--- config.mk ---
export PLATFORM = sky130hd
export DESIGN_NAME = sxfb_row_ram
export DESIGN_NICKNAME = d
export VERILOG_FILES = /design/src/design/sxfb_pkg.sv /design/src/design/sxfb_row_ram.sv
export SDC_FILE = /design/constraint.sdc
export NUM_CORES = 2
export LEC_CHECK = 0
export BUFFER_PORTS_ARGS = -buffer_cell sky130_fd_sc_hd__buf_2
export CORE_UTILIZATION = 40
export DETAILED_ROUTE_END_ITERATION = 8
export GPL_ROUTABILITY_DRIVEN = 0
export PLACE_DENSITY = 0.63
export SETUP_SLACK_MARGIN = 0.3
export SLEW_MARGIN = 20
export SYNTH_ARGS = -nofsm -noshare
export SYNTH_HDL_FRONTEND = slang
export SYNTH_SLANG_ARGS = --single-unit
--- constraint.sdc ---
create_clock -name clock -period 18.02 [get_ports clock]
set_input_delay 0 -clock clock [delete_from_list [all_inputs] [get_ports clock]]
set_output_delay 0 -clock clock [all_outputs]
set_load 0.02 [all_outputs]
--- src/design/sxfb_pkg.sv ---
package sxfb_pkg;

   localparam int HIRES_WIDTH_DEF  = 128;
   localparam int HIRES_HEIGHT_DEF = 64;
   localparam int LORES_WIDTH_DEF  = 64;
   localparam int LORES_HEIGHT_DEF = 32;
   localparam int NUM_PLANES_DEF   = 2;

   localparam int NARROW_PIX = 8;
   localparam int WIDE_PIX   = 16;
   localparam logic [4:0] FLAG_MAX = 5'd16;

   localparam logic CSR_HIRES_MODE   = 1'b0;
   localparam logic CSR_PLANE_SELECT = 1'b1;

   typedef enum logic [2:0] {
      OP_CLEAR  = 3'd0,
      OP_DOWN   = 3'd1,
      OP_RIGHT  = 3'd2,
      OP_LEFT   = 3'd3,
      OP_NARROW = 3'd4,
      OP_WIDE   = 3'd5
   } op_type;

   typedef enum logic [2:0] {
      ST_IDLE,
      ST_CLEAR,
      ST_DRAW_RD,
      ST_DRAW_WR,
      ST_SCR_RD,
      ST_SCR_WR,
      ST_FINISH
   } state_type;

   // Remainder of an 8-bit value by a divisor of at least 16: the quotient
   // is below 16, so four conditional subtracts of 8d, 4d, 2d and d suffice.
   function automatic logic [7:0] mod_small(input logic [7:0] v, input logic [8:0] d);
      logic [11:0] r;
      logic [11:0] s;
      r = 12'(v);
      for (int k = 3; k >= 0; k--) begin
         s = 12'(d) << k;
         if (r >= s) begin
            r = r - s;
         end
      end
      return r[7:0];
   endfunction

endpackage

--- src/design/sxfb_row_ram.sv ---
module sxfb_row_ram
   import sxfb_pkg::*;
#(
   parameter int WIDTH  = LORES_WIDTH_DEF,
   parameter int ROWS   = LORES_HEIGHT_DEF,
   parameter int PLANES = NUM_PLANES_DEF,
   localparam int DEPTH = ROWS * PLANES,
   localparam int AW    = $clog2(DEPTH)
) (
   input  logic             clock,
   input  logic             reset,
   input  logic             clear_en,
   input  logic             clear_plane,
   input  logic             rd_en,
   input  logic [AW-1:0]    rd_addr,
   output logic [WIDTH-1:0] rd_data,
   input  logic             wr_en,
   input  logic [AW-1:0]    wr_addr,
   input  logic [WIDTH-1:0] wr_data
);

   logic [WIDTH-1:0] mem [DEPTH];
   logic [WIDTH-1:0] rd_data_ff;
   logic             rd_hit_ff;
   logic [DEPTH-1:0] valid_ff;

   // A row that was never written since reset or the last clear reads as zero.
   for (genvar i = 0; i < DEPTH; i++) begin : g_valid
      localparam int PL = i / ROWS;
      always_ff @(posedge clock) begin
         if (reset) begin
            valid_ff[i] <= 1'b0;
         end else if (clear_en && (2'(clear_plane) == 2'(PL))) begin
            valid_ff[i] <= 1'b0;
         end else if (wr_en && (wr_addr == AW'(i))) begin
            valid_ff[i] <= 1'b1;
         end
      end
   end

   always_ff @(posedge clock) begin
      if (wr_en) begin
         mem[wr_addr] <= wr_data;
      end
      if (rd_en) begin
         rd_data_ff <= mem[rd_addr];
         rd_hit_ff  <= valid_ff[rd_addr];
      end
   end

   assign rd_data = rd_hit_ff ? rd_data_ff : '0;

endmodule

# Yosys cells after proc, flatten, opt, wreduce, memory -nomap -nowiden
# Memory sizes are Yosys's and may differ from the RTL's. A register that Yosys moved wholly into a read port is not among the register bits.
# Index checks and enable logic that the tools add are counted.
[word_totals]
reg_bits = 65
latch_bits = 0
ram_bits = 4096
romBits = 0
in_bits = 82
out_inout_bits = 64
memories = 1
[mem_list]
columns = ["name", "words", "word_bits", "read_ports", "rd_ports_with_merged_regs", "wr", "line_no", "source"]
rows = [
  ["mem", 64, 64, 1, 1, 1, "sxfb_row_ram.sv:22", "logic [WIDTH-1:0] mem [DEPTH];"],
]
[op_classes]
add_sub_neg = 0
multipliers = 0
div_mod_pow = 0
order_cmp = 1
eq_ne = 63
n_shift = 0
mux = 5
bitwise_logic = 1
reduce_logical = 69
[op_table]
columns = ["cell", "n"]
rows = [
  ["6-bit equality test, second input constant", 32],
  ["6-bit by 5-bit equality test with 1-bit output, second input constant", 16],
  ["1-bit logical AND", 66],
  ["64-bit 2-to-1 mux", 1],
  ["6-bit by 4-bit equality test with 1-bit output, second input constant", 8],
  ["6-bit by 3-bit equality test with 1-bit output, second input constant", 4],
  ["6-bit by 2-bit equality test with 1-bit output, second input constant", 2],
  ["6-bit by 7-bit less-than comparator with 1-bit output, second input constant", 1],
  ["1-bit binary-select mux with 6-bit select", 1],
  ["6-bit by 1-bit equality test with 1-bit output, second input constant", 1],
  ["6-bit zero test", 1],
  ["2-bit OR reduction", 2],
  ["1-bit 2-to-1 mux", 3],
  ["1-bit NOT", 1],
]

# Depth between registers and ports, before layout
[logic_depth]
ltp_word = 3
mapped_depth = 10
ltp_nobuf = 5

# Least setup slack after synthesis
# Ideal clock, no wire load.
[synth_timing]
kind = "input port to flip-flop"
from = "input port wr_addr[4]"
to = "memory mem[32][0] in the netlist's numbering, enable pin"
setup_time_ns = 0.567
arrival_time_ns = 5.286
setup_slack_ns = 12.167
stages = 4
cell_sequence = "clkbuf_1 > nand3b_1 > or3_1 > nor3_1"
[synth_lines]
columns = ["element", "line_no", "source"]
rows = [
  ["start, declared", "sxfb_row_ram.sv:18", "input logic [AW-1:0] wr_addr,"],
  ["end, declared", "sxfb_row_ram.sv:22", ""],
]
# No word-level cell before the write port.

==> impl_results.md <==
* Initial Util at 40.15%
* Die height at 635.0 microns
* P_leak at 0.05742 uW
* Max-cap violations at 0
* Clk sinks at 4225
* Fin crit share at 28.91%
* Syn-to-layout area delta at 13.76%
* Worst min-delay path startpoint: rd_en
* Crit path max-delay cell type: buf_4
* Share of cells above drive strength 1 at 24.49%
* Ranking of synthesized cells by area: edfxtp_1 (78%), mux4_2 (12%), mux2i_1 (2.8%)
* Pre-CTS setup slack at around 12 ns
* Via density per instance at 5.981
* ANT nets after route at 0
* CP arrival at 5.88 ns
* Complex-gate fraction of the synthesized area at approximately 3.1%
* Synth Cell Area at roughly 160000 sq um
* Worst Hold Class: primary input to register
* Worst Skew at 0.05825 ns
* Overflow after GRT at 0
* FF-to-FF Start: mem[30][41]
* Xor and xnor area share after synthesis at 0%
* Synth Register Bits at ~4200
* Crit path max fanout at approximately 130
* PwrDens at roughly 110 nW/um^2
* Peak VDD IR at 0.08034 mV
* Post-synthesis mux area share at 15.36%
* Final core utilization at 45.68%
* Max incr delay on CP at 0.88 ns
* Required time worst endpoint at 18.69 ns
* Setup_tns at 0 ns
* Clk root buf: clkbuf_16
* Mean post-synth cell area at 22.26 sq um
* Min Clock Period, post-route at 5.209 ns
* Simple-gate area share of the yosys netlist at 1.454%
* Status: complete, no violations
* WS Path Type: primary input to register
* Synth Instances at around 7200
* Worst-path cell chain: dlygate4sd3_1, buf_8, buf_4, buf_4, buf_12, buf_4, mux4_2, mux2i_1, nor2_1, o21ai_0, dlygate4sd3_1, a21oi_1
* CTS H-tree lvls at 5
* Total Power at 20400 uW
* Final Hold Vio Count at 0
* Crit end category: register
* Die width at 635.0 microns
* HPWL Detailed at ~230000 microns
* Yosys warnings at 0
* DR WL/cell at ~33 microns
* Pins over their slew limit at 0
* Clock tree buffer depth at 4
* Total area of sequential cells at 126200 sq um
* Vias at 79460
* Core area at 399100 sq um
* Critical Path Start Type: primary input
* Total CTS buffers at 416
* Main combinational cell family by area after synthesis: multiplexers
* Top-area cell type share of the netlist area at 77.96%
* Total global-route track usage at 21.65%
* # rows at 232
* Post-Synth Adder-Cell Area at 0%
* Cell variety after synth at 43
* DRC violation count after routing at 0
* Register area share after synthesis at 78.76%
* Port Buffer Count at 145
* Yosys top cell by area: edfxtp_1
* Relative slew margins at 11.47%
* Worst-Skew Late Latency at 0.97 ns
* Syn Nets at 7281
* # IOs at 146
* Vias in the first global route at 80635
* Post-layout nets at 7743
* Postcts setup bufs at 0
* FILL cells at about 33000
* Footprint of the multi-input gates at ~33000 sq um
* CTS resizes at 0
* WHS at approximately 0.083 ns
* Fmax at 0.1920 GHz
* Die area at 403200 sq um
* Tightest Pin Transition at 1.316 ns
* Fin worst setup slack at 12.81 ns
* CP endpoint: rd_data_ff[20]
* Reg2reg path depth at 5
* Initial drt markers at between 10000 and 15000
* First-pass GRT wire length at around 620000 microns
* Drt total wl at 444500 microns
* Count of final setup violators at 0
* R2r setup slk at about 16 ns
* Pin count of the biggest net entering global routing at 126
* Worst-path clk slew at 0.06 ns
* R2R Path End: rd_data_ff[41]
* RSZ-0062 raised after global routing: no
* Initial antenna violation count at 38
* Critical Path Source: rd_addr[2]
* Most frequent CP cell: buf_4
* TritonRoute pass-1 iters at 5
* CTS tree: built
## worst min path at each step
stage                     depth (start not counted)             end  slack (ns)
after detailed placement                          1    valid_ff[30]        0.45
after floorplan                                   0       mem[0][0]         0.1
after global placement                            1    valid_ff[53]        0.44
after global routing                              2  rd_data_ff[57]        0.05
after CTS                                         2  rd_data_ff[57]        0.03
final                                             2  rd_data_ff[60]        0.08
## power by group
group,total (uW),switching (uW),internal (uW)
registers,10900,34.7,10900
clock network,8530,3680,4850
logic,956,612,344
total,20400,4330,16100
## logic make-up (layout without fill, tap and decap cells)
| kind of cell | count (synthesis) | count (layout) |
|---|---|---|
| other cells | 0 | 16 |
| compound gates | 720 | 720 |
| simple gates | 461 | 461 |
| mux | 1373 | 1373 |
| buf+inv | 420 | 1225 |
| flops | 4225 | 4225 |
## layout by cell type, fill, tap and decap left out, drive strengths merged, types with 11 or more instances in the layout
master	n
a21oi	59
a221oi	49
a22o	43
a22oi	124
and2	68
and3	43
buf	378
bufinv	38
clkbuf	513
clkinv	195
clkinvlp	11
dfxtp	64
diode	16
dlygate4sd3	84
edfxtp	4161
mux2	59
mux2i	451
mux4	863
nand2	54
nand2b	13
nand3	12
nor2	167
nor2b	15
nor3	11
nor4	52
o21a	66
o21ai	63
o221ai	50
o22ai	225
## Yosys cell counts
| cell type | number |
|---|---|
| a2111oi_0 | 3 |
| a211oi_1 | 9 |
| a21oi_1 | 59 |
| a221oi_1 | 49 |
| a22o_1 | 43 |
| a22oi_1 | 124 |
| a2bb2oi_1 | 5 |
| a311oi_1 | 5 |
| a31oi_1 | 4 |
| a32oi_1 | 9 |
| and2_0 | 2 |
| and2_1 | 66 |
| and3_1 | 43 |
| buf_1 | 32 |
| buf_2 | 143 |
| buf_4 | 69 |
| buf_6 | 7 |
| clkbuf_1 | 167 |
| dfxtp_1 | 64 |
| edfxtp_1 | 4161 |
| inv_1 | 2 |
| mux2_2 | 59 |
| mux2i_1 | 451 |
| mux4_2 | 863 |
| nand2_1 | 54 |
| nand2b_1 | 13 |
| nand3_1 | 12 |
| nand3b_1 | 9 |
| nand4_1 | 2 |
| nand4b_1 | 1 |
| nor2_1 | 166 |
| nor2_2 | 1 |
| nor2b_1 | 15 |
| nor3_1 | 11 |
| nor4_1 | 52 |
| o21a_1 | 66 |
| o21ai_0 | 63 |
| o221ai_1 | 50 |
| o22a_1 | 6 |
| o22ai_1 | 225 |
| or2_2 | 3 |
| or3_1 | 6 |
| or3b_2 | 5 |
## worst max-delay path, delay by kind of cell
family | cells | cell delay (ns)
buf+inv | 7 | 4.58
compound gates | 2 | 0.22
mux | 2 | 0.56
simple gates | 1 | 0.05
## registers in the layout, summed over array words and instances (netlist names)
| name | flops |
|---|---|
| rd_data_ff | 64 |
| rd_hit_ff | 1 |
| valid_ff | 64 |
| mem | 4096 |
## final cells by class
class,count,share of cell area [%]
Multi-Input combinational cell,2554,17.86
Clock buffer,513,5.983
Sequential cell,4225,69.23
Tap cell,5265,3.613
Inverter,2,0.004117
Timing Repair Buffer,462,1.939
Clock inverter,248,1.347
Antenna cell,16,0.02196
## per-stage QoR
stage / area [sq um] / cells
after detailed placement: 167900 / 12419
final: 182300 / 13285
after CTS: 182100 / 13264
after global placement: 167900 / 12419
after global routing: 182300 / 13273
after floorplan: 160300 / 7199
## what timing repair did
item	in CTS	in global routing
hold endpoints to repair	4592	0
endpoints found under the setup margin	0	0
hold buffers	84	0
## routing by layer
| layer | vias to the layer above | part of all wire (%) | global-route usage (%) |
|---|---|---|---|
| met2 | 4073 | 50 | 36.56 |
| met5 | - | 0.038 | 0 |
| met1 | 43000 | 38 | 28.50 |
| li1 | 31521 | - | - |
| met4 | 22 | 4.0 | 7.571 |
| met3 | 844 | 8.3 | 3.513 |
Note: power is estimated with default switching activity, not from simulation.
